[src/cvs_pkg.sv]
package cvs_pkg;

	localparam int FRAMES_DEF = 32;
	localparam int FIW = 5;
	localparam int PIDW = 8;
	localparam int PGW = 16;

	typedef enum logic [1:0] {
		ACT_TOUCH = 2'd0,
		ACT_LOAD  = 2'd1,
		ACT_DROP  = 2'd2,
		ACT_FIND  = 2'd3
	} action_t;

	typedef enum logic [2:0] {
		K_NOP,
		K_TOUCH,
		K_LOAD,
		K_DROP,
		K_FIND
	} cmd_kind_t;

	typedef struct packed {
		cmd_kind_t        kind;
		logic [FIW-1:0]   idx;
		logic [PIDW-1:0]  pid;
		logic [PGW-1:0]   page;
		logic             wr;
	} cmd_t;

	typedef struct packed {
		logic [PIDW-1:0]  owner;
		logic [PGW-1:0]   page;
		logic             used;
		logic             dirty;
		logic             rep;
	} ent_t;

endpackage

[src/clock_victim_select_unit.sv]
// Load, ignored items and touches of empty frames answer on pop; touch reads the
// frame, then sets used and ORs in dirty; drop reads and checks every frame; find
// moves the hand past empty slots and checks valid frames until a victim is found
// or STEPS steps pass. Throughput is set by the back-end sequencer; it ends each
// item first; a 2-item queue lets the front keep accepting while a result waits.
// Async active-low reset clears valid bits, hand, queue and output register.
module clock_victim_select_unit import cvs_pkg::*; #(
	parameter int FRAMES = FRAMES_DEF
) (
	input  logic             clk,
	input  logic             arst_n,
	input  logic             req_valid,
	output logic             req_ready,
	input  logic [1:0]       action,
	input  logic [FIW-1:0]   frame_index,
	input  logic [PIDW-1:0]  process_id,
	input  logic [PGW-1:0]   virtual_page,
	input  logic             is_write,
	output logic             rsp_valid,
	input  logic             rsp_ready,
	output logic             victim_found,
	output logic [FIW-1:0]   victim_frame,
	output logic [PIDW-1:0]  victim_process,
	output logic [PGW-1:0]   victim_page,
	output logic             victim_dirty
);

	logic q_valid;
	logic q_pop;
	cmd_t q_cmd;

	cvs_front #(.FRAMES(FRAMES)) u_front (
		.clk          (clk),
		.arst_n       (arst_n),
		.req_valid    (req_valid),
		.req_ready    (req_ready),
		.action       (action),
		.frame_index  (frame_index),
		.process_id   (process_id),
		.virtual_page (virtual_page),
		.is_write     (is_write),
		.q_valid      (q_valid),
		.q_cmd        (q_cmd),
		.q_pop        (q_pop)
	);

	cvs_back #(.FRAMES(FRAMES)) u_back (
		.clk            (clk),
		.arst_n         (arst_n),
		.q_valid        (q_valid),
		.q_cmd          (q_cmd),
		.q_pop          (q_pop),
		.rsp_valid      (rsp_valid),
		.rsp_ready      (rsp_ready),
		.victim_found   (victim_found),
		.victim_frame   (victim_frame),
		.victim_process (victim_process),
		.victim_page    (victim_page),
		.victim_dirty   (victim_dirty)
	);

endmodule

[src/cvs_front.sv]
module cvs_front import cvs_pkg::*; #(
	parameter int FRAMES = FRAMES_DEF
) (
	input  logic             clk,
	input  logic             arst_n,
	input  logic             req_valid,
	output logic             req_ready,
	input  logic [1:0]       action,
	input  logic [FIW-1:0]   frame_index,
	input  logic [PIDW-1:0]  process_id,
	input  logic [PGW-1:0]   virtual_page,
	input  logic             is_write,
	output logic             q_valid,
	output cmd_t             q_cmd,
	input  logic             q_pop
);

	cmd_t       slot_q [2];
	logic       wptr_q;
	logic       rptr_q;
	logic [1:0] cnt_q;
	cmd_t       cmd;
	logic       idx_ok;
	logic       push;

	assign idx_ok = int'(frame_index) < FRAMES;

	always_comb begin
		cmd.idx  = frame_index;
		cmd.pid  = process_id;
		cmd.page = virtual_page;
		cmd.wr   = is_write;
		case (action_t'(action))
			ACT_TOUCH: cmd.kind = idx_ok ? K_TOUCH : K_NOP;
			ACT_LOAD:  cmd.kind = idx_ok ? K_LOAD : K_NOP;
			ACT_DROP:  cmd.kind = K_DROP;
			ACT_FIND:  cmd.kind = K_FIND;
			default:   cmd.kind = K_NOP;
		endcase
	end

	assign req_ready = cnt_q != 2'd2;
	assign push      = req_valid && req_ready;
	assign q_valid   = cnt_q != 2'd0;
	assign q_cmd     = slot_q[rptr_q];

	always_ff @(posedge clk) begin
		if (push)
			slot_q[wptr_q] <= cmd;
	end

	always_ff @(posedge clk or negedge arst_n) begin
		if (!arst_n) begin
			wptr_q <= 1'b0;
			rptr_q <= 1'b0;
			cnt_q  <= 2'd0;
		end else begin
			if (push)
				wptr_q <= !wptr_q;
			if (q_pop)
				rptr_q <= !rptr_q;
			case ({push, q_pop})
				2'b10:   cnt_q <= cnt_q + 2'd1;
				2'b01:   cnt_q <= cnt_q - 2'd1;
				default: cnt_q <= cnt_q;
			endcase
		end
	end

endmodule

[src/cvs_back.sv]
module cvs_back import cvs_pkg::*; #(
	parameter int FRAMES = FRAMES_DEF
) (
	input  logic             clk,
	input  logic             arst_n,
	input  logic             q_valid,
	input  cmd_t             q_cmd,
	output logic             q_pop,
	output logic             rsp_valid,
	input  logic             rsp_ready,
	output logic             victim_found,
	output logic [FIW-1:0]   victim_frame,
	output logic [PIDW-1:0]  victim_process,
	output logic [PGW-1:0]   victim_page,
	output logic             victim_dirty
);

	localparam int IW    = $clog2(FRAMES);
	localparam int STEPS = 3 * FRAMES;
	localparam int SW    = $clog2(STEPS + 1);

	typedef enum logic [2:0] {
		S_IDLE,
		S_TOUCH,
		S_DROP_RD,
		S_DROP_CHK,
		S_FIND_RD,
		S_FIND_CHK
	} state_t;

	state_t          state_q;
	cmd_t            cmd_q;
	logic [FRAMES-1:0] valid_q;
	logic [IW-1:0]   hand_q;
	logic [IW-1:0]   cnt_q;
	logic [SW-1:0]   steps_q;
	logic            rsp_valid_q;
	logic            found_q;
	logic [FIW-1:0]  frame_q;
	logic [PIDW-1:0] proc_q;
	logic [PGW-1:0]  page_q;
	logic            dirty_q;

	ent_t            mem [FRAMES];
	ent_t            rd_q;
	logic            mem_we;
	logic            mem_re;
	logic [IW-1:0]   mem_waddr;
	logic [IW-1:0]   mem_raddr;
	ent_t            mem_wdata;

	logic [IW-1:0]   pop_addr;
	logic [IW-1:0]   hand_nx;
	logic            slot_free;

	assign slot_free = !rsp_valid_q || rsp_ready;
	assign q_pop     = (state_q == S_IDLE) && q_valid && slot_free;
	assign pop_addr  = IW'(q_cmd.idx);
	assign hand_nx   = (hand_q == IW'(FRAMES - 1)) ? '0 : hand_q + 1'b1;

	always_comb begin
		mem_we    = 1'b0;
		mem_re    = 1'b0;
		mem_waddr = hand_q;
		mem_raddr = hand_q;
		mem_wdata = rd_q;
		case (state_q)
			S_IDLE: begin
				if (q_pop) begin
					if (q_cmd.kind == K_TOUCH) begin
						mem_re    = valid_q[pop_addr];
						mem_raddr = pop_addr;
					end else if (q_cmd.kind == K_LOAD) begin
						mem_we          = 1'b1;
						mem_waddr       = pop_addr;
						mem_wdata.owner = q_cmd.pid;
						mem_wdata.page  = q_cmd.page;
						mem_wdata.used  = 1'b0;
						mem_wdata.dirty = 1'b0;
						mem_wdata.rep   = 1'b1;
					end
				end
			end
			S_TOUCH: begin
				mem_we          = 1'b1;
				mem_waddr       = IW'(cmd_q.idx);
				mem_wdata.used  = 1'b1;
				mem_wdata.dirty = rd_q.dirty || cmd_q.wr;
			end
			S_DROP_RD: begin
				mem_re    = 1'b1;
				mem_raddr = cnt_q;
			end
			S_FIND_RD: begin
				mem_re = valid_q[hand_q] && (steps_q != SW'(STEPS));
			end
			S_FIND_CHK: begin
				if (rd_q.used) begin
					mem_we         = 1'b1;
					mem_wdata.used = 1'b0;
				end else if (rd_q.dirty && rd_q.rep) begin
					mem_we        = 1'b1;
					mem_wdata.rep = 1'b0;
				end
			end
			default: ;
		endcase
	end

	always_ff @(posedge clk) begin
		if (mem_we)
			mem[mem_waddr] <= mem_wdata;
		if (mem_re)
			rd_q <= mem[mem_raddr];
	end

	always_ff @(posedge clk or negedge arst_n) begin
		if (!arst_n) begin
			state_q     <= S_IDLE;
			valid_q     <= '0;
			hand_q      <= '0;
			cnt_q       <= '0;
			steps_q     <= '0;
			rsp_valid_q <= 1'b0;
			found_q     <= 1'b0;
			frame_q     <= '0;
			proc_q      <= '0;
			page_q      <= '0;
			dirty_q     <= 1'b0;
			cmd_q       <= '0;
		end else begin
			if (rsp_valid_q && rsp_ready)
				rsp_valid_q <= 1'b0;
			case (state_q)
				S_IDLE: begin
					if (q_pop) begin
						cmd_q   <= q_cmd;
						found_q <= 1'b0;
						frame_q <= '0;
						proc_q  <= '0;
						page_q  <= '0;
						dirty_q <= 1'b0;
						case (q_cmd.kind)
							K_TOUCH: begin
								if (valid_q[pop_addr])
									state_q <= S_TOUCH;
								else
									rsp_valid_q <= 1'b1;
							end
							K_LOAD: begin
								valid_q[pop_addr] <= 1'b1;
								rsp_valid_q       <= 1'b1;
							end
							K_DROP: begin
								cnt_q   <= '0;
								state_q <= S_DROP_RD;
							end
							K_FIND: begin
								steps_q <= '0;
								state_q <= S_FIND_RD;
							end
							default: rsp_valid_q <= 1'b1;
						endcase
					end
				end
				S_TOUCH: begin
					rsp_valid_q <= 1'b1;
					state_q     <= S_IDLE;
				end
				S_DROP_RD: state_q <= S_DROP_CHK;
				S_DROP_CHK: begin
					if (valid_q[cnt_q] && rd_q.owner == cmd_q.pid)
						valid_q[cnt_q] <= 1'b0;
					if (cnt_q == IW'(FRAMES - 1)) begin
						rsp_valid_q <= 1'b1;
						state_q     <= S_IDLE;
					end else begin
						cnt_q   <= cnt_q + 1'b1;
						state_q <= S_DROP_RD;
					end
				end
				S_FIND_RD: begin
					if (steps_q == SW'(STEPS)) begin
						rsp_valid_q <= 1'b1;
						state_q     <= S_IDLE;
					end else if (!valid_q[hand_q]) begin
						hand_q  <= hand_nx;
						steps_q <= steps_q + 1'b1;
					end else begin
						state_q <= S_FIND_CHK;
					end
				end
				S_FIND_CHK: begin
					hand_q <= hand_nx;
					if (rd_q.used || (rd_q.dirty && rd_q.rep)) begin
						steps_q <= steps_q + 1'b1;
						state_q <= S_FIND_RD;
					end else begin
						found_q     <= 1'b1;
						frame_q     <= FIW'(hand_q);
						proc_q      <= rd_q.owner;
						page_q      <= rd_q.page;
						dirty_q     <= rd_q.dirty;
						rsp_valid_q <= 1'b1;
						state_q     <= S_IDLE;
					end
				end
				default: state_q <= S_IDLE;
			endcase
		end
	end

	assign rsp_valid      = rsp_valid_q;
	assign victim_found   = found_q;
	assign victim_frame   = frame_q;
	assign victim_process = proc_q;
	assign victim_page    = page_q;
	assign victim_dirty   = dirty_q;

endmodule
[config.mk]
export PLATFORM = sky130hd
export DESIGN_NAME = clock_victim_select_unit
export DESIGN_NICKNAME = d
export VERILOG_FILES = /design/src/cvs_pkg.sv /design/src/clock_victim_select_unit.sv /design/src/cvs_front.sv /design/src/cvs_back.sv
export SDC_FILE = /design/constraint.sdc
export NUM_CORES = 1
export LEC_CHECK = 0
export BUFFER_PORTS_ARGS = -buffer_cell sky130_fd_sc_hd__buf_2
export CAP_MARGIN = 20
export CORE_ASPECT_RATIO = 1.4
export CORE_MARGIN = 2
export CORE_UTILIZATION = 60
export CTS_BUF_LIST = sky130_fd_sc_hd__clkbuf_16
export DETAILED_ROUTE_END_ITERATION = 10
export PLACE_DENSITY = 0.77
export SETUP_SLACK_MARGIN = 0.2
export SLEW_MARGIN = 20
export SYNTH_ARGS = -nofsm -noshare
export SYNTH_HDL_FRONTEND = slang
export SYNTH_SLANG_ARGS = --single-unit
[constraint.sdc]
create_clock -name clk -period 5.8 [get_ports clk]
set_clock_uncertainty 0.05 [all_clocks]
set_input_delay 0.87 -clock clk [delete_from_list [all_inputs] [get_ports clk]]
set_output_delay 0.87 -clock clk [all_outputs]
set_load 0.005 [all_outputs]
# Yosys cells after proc, flatten, opt, wreduce, memory -nomap -nowiden
# Memory sizes are Yosys's and may differ from the RTL's. A register that Yosys moved wholly into a read port is not among the register bits.
# Index checks and enable logic that the tools add are counted.
# word_totals
in_bits	36
ff_bits	102
output_inout_bits	33
wordCells	185
memories	2
ram_bits	930
# classes
n_eq_ne	33
mux	89
add_sub_neg	5
bitwise	3
reduce_logical	31
order_cmp	5
# mem_list
memory	depth	word_bits	rd	rd_clocked_by_memory_dff	wr	line_no	source
u_back.mem	32	27	1	1	1	cvs_back.sv:44	ent_t mem [FRAMES];
u_front.slot_q	2	33	1	0	1	cvs_front.sv:18	cmd_t slot_q [2];
# ops
operator	count
32-bit 2-to-1 mux	3
27-bit 2-to-1 mux	3
5-bit 2-to-1 mux	13
32-bit case mux with 2 select lines	1
5-bit case mux with 2 select lines	5
7-bit 2-to-1 mux	5
32-bit bitwise AND	1
16-bit 2-to-1 mux	2
32-bit inverter	1
32-bit OR	1
16-bit case mux with 2 select lines	1
1-bit 2-to-1 mux	27
24-bit 2-to-1 mux	1
7-bit case mux with 3 select lines	1
5-bit by 6-bit < comparator with 1-bit output (second input constant)	3
2-bit inequality test (second input constant)	9
8-bit 2-to-1 mux	2
8-bit case mux with 2 select lines	1
1-bit binary-select mux with 5-bit select	3
3-bit 2-to-1 mux	5
3-bit case mux with 5 select lines	1
3-bit by 2-bit equality test with 1-bit output (second input constant)	4
3-bit case mux with 4 select lines	1
4-bit AND reduction	3
other kinds (35)	69

# Longest topological paths before layout
# An unclocked memory read counts as a cell.
# depth
depth_word	9
depth_mapped	13

# Cells and area by module
# Synthesis repeated with hierarchy kept, for this count alone.
# hier_totals
cells_unflattened	3092
area_unflattened_um2	43140.1
# modules_own_cells
module	instances	area_per_inst_um2	cells_each	seq_area_each_um2
cvs_back	1	40368.7	2967	29208.0
cvs_front	1	2771.4	125	2082.0

# Worst setup path before layout
# No wires, ideal clock.
# synth_timing
path_kind	register to register
startpoint	register u_front.rptr_q
endpoint	register u_back.rd_q[0] (netlist name)
path_stages_with_launch	10
setup_time_ns	0.449
required_ns	5.301
slack_ns	1.337
period_less_slack_ns	4.463
arrival_time_ns	3.965
path_cell_list	dfrtp_1 -> buf_2 -> buf_2 -> mux2i_1 -> clkbuf_1 -> mux4_2 -> o22ai_1 -> a211oi_1 -> nand4b_1 -> o21ai_0
# synth_between
elab_chain_len	6
word_cells_on_any_way	10
classes_between	eq/ne (1); mux (8); memory (1)
# synth_rtl
element	line_no	source
start, declared	cvs_front.sv:20	logic rptr_q;
start signal, assigned	cvs_front.sv:61	rptr_q <= !rptr_q;
memory 2 x 33 bit (*)	-	
1-bit binary-select mux with 5-bit select	cvs_back.sv:71	mem_re = valid_q[pop_addr];
1-bit 2-to-1 mux (implied by the code)	cvs_back.sv:71	
1-bit 2-to-1 mux (*)	cvs_back.sv:70	if (q_cmd.kind == K_TOUCH) begin
1-bit 2-to-1 mux (*)	cvs_back.sv:69	if (q_pop) begin
1-bit case mux with 3 select lines (*)	cvs_back.sv:67	case (state_q)
net u_back.mem_re	cvs_back.sv:47	logic mem_re;
# The timed path passes the listed nets; every way through them passes the cells marked *. The select of a mux whose other input is x is not followed.
# A chain may end at the register's enable or synchronous reset.

# Worst setup path after layout
# layout_timing
startpoint	register u_front.rptr_q
endpoint	memory u_back.mem[10][26] in the netlist's numbering (enable)
# layout_between
elab_chain_len	8
word_cells_on_any_way	13
classes_between	eq/ne (2); mux (10); memory (1)
# layout_rtl
element	line_no	source
memory 2 x 33 bit (*)	-	
3-bit by 2-bit equality test with 1-bit output	cvs_back.sv:73	end else if (q_cmd.kind == K_LOAD) begin
1-bit 2-to-1 mux	cvs_back.sv:73	
1-bit 2-to-1 mux	cvs_back.sv:70	
1-bit 2-to-1 mux	cvs_back.sv:69	
1-bit case mux with 3 select lines	cvs_back.sv:67	
1-bit 2-to-1 mux	cvs_back.sv:111	if (mem_we)
1-bit 2-to-1 mux (implied by the code)	cvs_back.sv:112	mem[mem_waddr] <= mem_wdata;
end, declared	cvs_back.sv:44	
# Mark *: on every way between the ends. The rest lies on a longest branch, timed or not.

==> out/results.txt <==
DRC: 0
Worst-Skew Late Latency: 0.68 ns
crit start category: register
Post-Synthesis Cell Area: 42,800 sq um
count of warnings emitted by yosys: 0
port buffer count: 68
Iteration-0 DRC Markers: 3,215
Clock Root Buffer: clkbuf_16
Vias: 25,400
Worst Hold Class: in -> async
Die Span Y: 320 microns
TritonCTS clock tree: built
fin crit period: 4.40 ns
max_cap viols: 0
worst setup path category: reg -> reg
Fin. Hold Viols: 0
async set-or-reset flop fraction in the synthesized netlist: 9.63%
ys flop type: edfxtp_1
Syn Nets: 2,804
vias in the first global route: 25,500
core area: 70,500 sq um
worst endpoint required time: 6.12 ns
final slew viol count: 0
Sink Count: 1,059
vias per std cell: 6.56
first-pass GRT wire length: 157,000 microns
critical-path maximum fanout: 42
fin worst setup slack: 1.40 ns
grt ovf: 0
Worst EP arrival: 4.72 ns
EDFF count, synth: 957
final WL: 105,000 microns
Pwr Total: 22,100 uW
H-tree levels: 3
share of cells above drive strength 1: 17.4%
clk buf depth: 3
Synth Register Bits: 1,059
sequential area share after synthesis: 73.1%
setup TNS: 0 ns
Routed wire per std cell: 27.0 microns
Worst VDD drop: 0.000459 V
first drt pass iteration count: 6
Synth Area per Inst: 15.6 sq um
final worst path period share: 75.9%
pre-CTS WS: 1.37 ns
Initial Utilization: 60.7%
TritonCTS Buffers: 93
CTS resizes: 0
Final Cell Area: 47,900 sq um
CTS Hold Bufs: 0
status: finished, final reports clean
PD cells: 461 nW/um^2
Post-DRT Antenna Nets: 0
Unique masters post-synth: 78
final core occ: 67.9%
n_diodes: 0
final setup fails: 0
placer congestion estimate: 0.935
fin nets: 2,914
pin count of the biggest net entering global routing: 122
GRT Resource Usage Total: 28.6%
Rows: 115
Leak: 0.0167 uW
Area Growth Syn to Fin: 11.8%
RSZ-0062 raised after global routing: no
post-synthesis cell count: 2,753
Placement Cell Area: 44,700 sq um
Critical Path Sink Type: register
Setup Fix Bufs, Post-CTS: 0
die width: 230 microns
Slew headroom: 23.5%
clk slew on worst S/H paths: 0.06 ns
die area: 73,500 sq um
DP HPWL: 65,900 microns
Worst Tran Pin Value: 1.13 ns
initial antenna violation count: 0
number of I/O pins: 69
Max Fclk: 227 MHz
-- cell type report --
type | instances | area, sq um
Clock buffer | 94 | 2350
Clock inverter | 77 | 749
Fill cell | 4489 | 22600
Inverter | 14 | 52.6
Multi-Input combinational cell | 1534 | 11200
Sequential cell | 1059 | 31300
Tap cell | 936 | 1170
Timing Repair Buffer | 161 | 1090
-- critical path, stage by stage, from the launching register on --
cell     delay [ns]
dfrtp_2        0.89
mux2i_1        0.60
or3_1          0.24
buf_4          0.33
o21ai_0        0.15
a22oi_1        0.48
or3b_2         0.66
nor2_4         0.44
buf_12         0.22
-- path summary, 6_finish.rpt --
check | depth (start not counted) | to | start | slack (ns)
setup / recovery | 8 | u_back.mem[10][26] | u_front.rptr_q | 1.40
hold / removal | 1 | u_back.valid_q[18] | arst_n | 0.30
setup reg to reg | 8 | u_back.mem[10][26] | u_front.rptr_q | 1.40
min in group clk | 1 | u_front.slot_q[0][21] | process_id[4] | 0.33
max in group asynchronous | 2 | u_back.victim_page[8] | arst_n | 4.34
hold reg to reg | 1 | u_back.victim_process[7] | u_back.victim_process[7] | 0.44
-- per-stage QoR --
step           std cells  hold WS [ns]
6_report            3875         0.297
5_1_grt             3875         0.339
4_1_cts             3875         0.296
3_5_place_dp        3704         0.425
3_3_place_gp        3704         0.417
2_1_floorplan       2753         0.400
-- per-layer routing --
metal  GRT usage [%]  up-vias  part of all wire (%)
met5           0.997        -                 0.097
li1                -    11000                     -
met3            4.15      264                   8.2
met1            37.1    12800                    37
met4            13.2        2                   4.3
met2            48.0     1362                    50
-- report_power, final --
part / switching (uW) / total (uW) / internal, uW
combinational: 3940 / 5800 / 1860
clock: 2720 / 6230 / 3510
sequential: 401 / 10100 / 9670
-- cell families (layout without fill, tap and decap cells) --
kind of cell	after synthesis	after routing	share of synthesized area, %
flip-flops	1059	1059	73.1
AND/OR/NAND/NOR	772	772	8.59
AO/OA/AOI/OAI	410	410	7.29
multiplexers	324	324	8.59
buffers and inverters	160	346	1.75
adder cells (fa/ha/maj)	15	15	0.438
XOR/XNOR	13	13	0.266
-- cell usage after synthesis, types with 32 or more instances --
cell	instances	share of area, %
a22o_1	64	1.3
a32oi_1	79	1.6
and3_1	128	1.9
buf_2	61	0.71
clkbuf_1	62	0.54
dfrtp_1	102	6.0
edfxtp_1	957	67
mux2_2	108	2.8
mux2i_1	192	4.5
nand2_1	414	3.6
nand3_1	34	0.40
nor2_1	79	0.69
nor4_1	32	0.47
o21ai_0	65	0.76
o22ai_1	54	0.79
-- sequential cells by signal, indices dropped and copies added (netlist names), 2 cells and up --
signal / flops
u_back.cmd_q: 14
u_back.cnt_q: 5
u_back.hand_q: 5
u_back.mem: 864
u_back.rd_q: 27
u_back.state_q: 3
u_back.steps_q: 7
u_back.valid_q: 32
u_back.victim_frame: 5
u_back.victim_page: 16
u_back.victim_process: 8
u_front.cnt_q: 2
u_front.slot_q: 66
-- cells in the final DEF (no fill, tap or decap), drive strengths merged, types with 6 or more instances in the layout --
master	count
nand2	416
and3b	6
o21ai	67
nor4	36
a32oi	79
a21o	7
mux2	109
mux4	22
and3	128
clkinv	37
nand3	35
bufinv	12
a221oi	27
and2	9
ha	15
a22o	64
nor3b	10
mux2i	193
a22oi	10
dfrtp	102
or3	8
o21bai	11
buf	161
edfxtp	957
a31oi	7
o22ai	55
a21oi	26
xnor2	12
nor2	80
nor3	13
a32o	27
clkbuf	94
inv	37
Note: power is estimated with default switching activity, not from simulation.
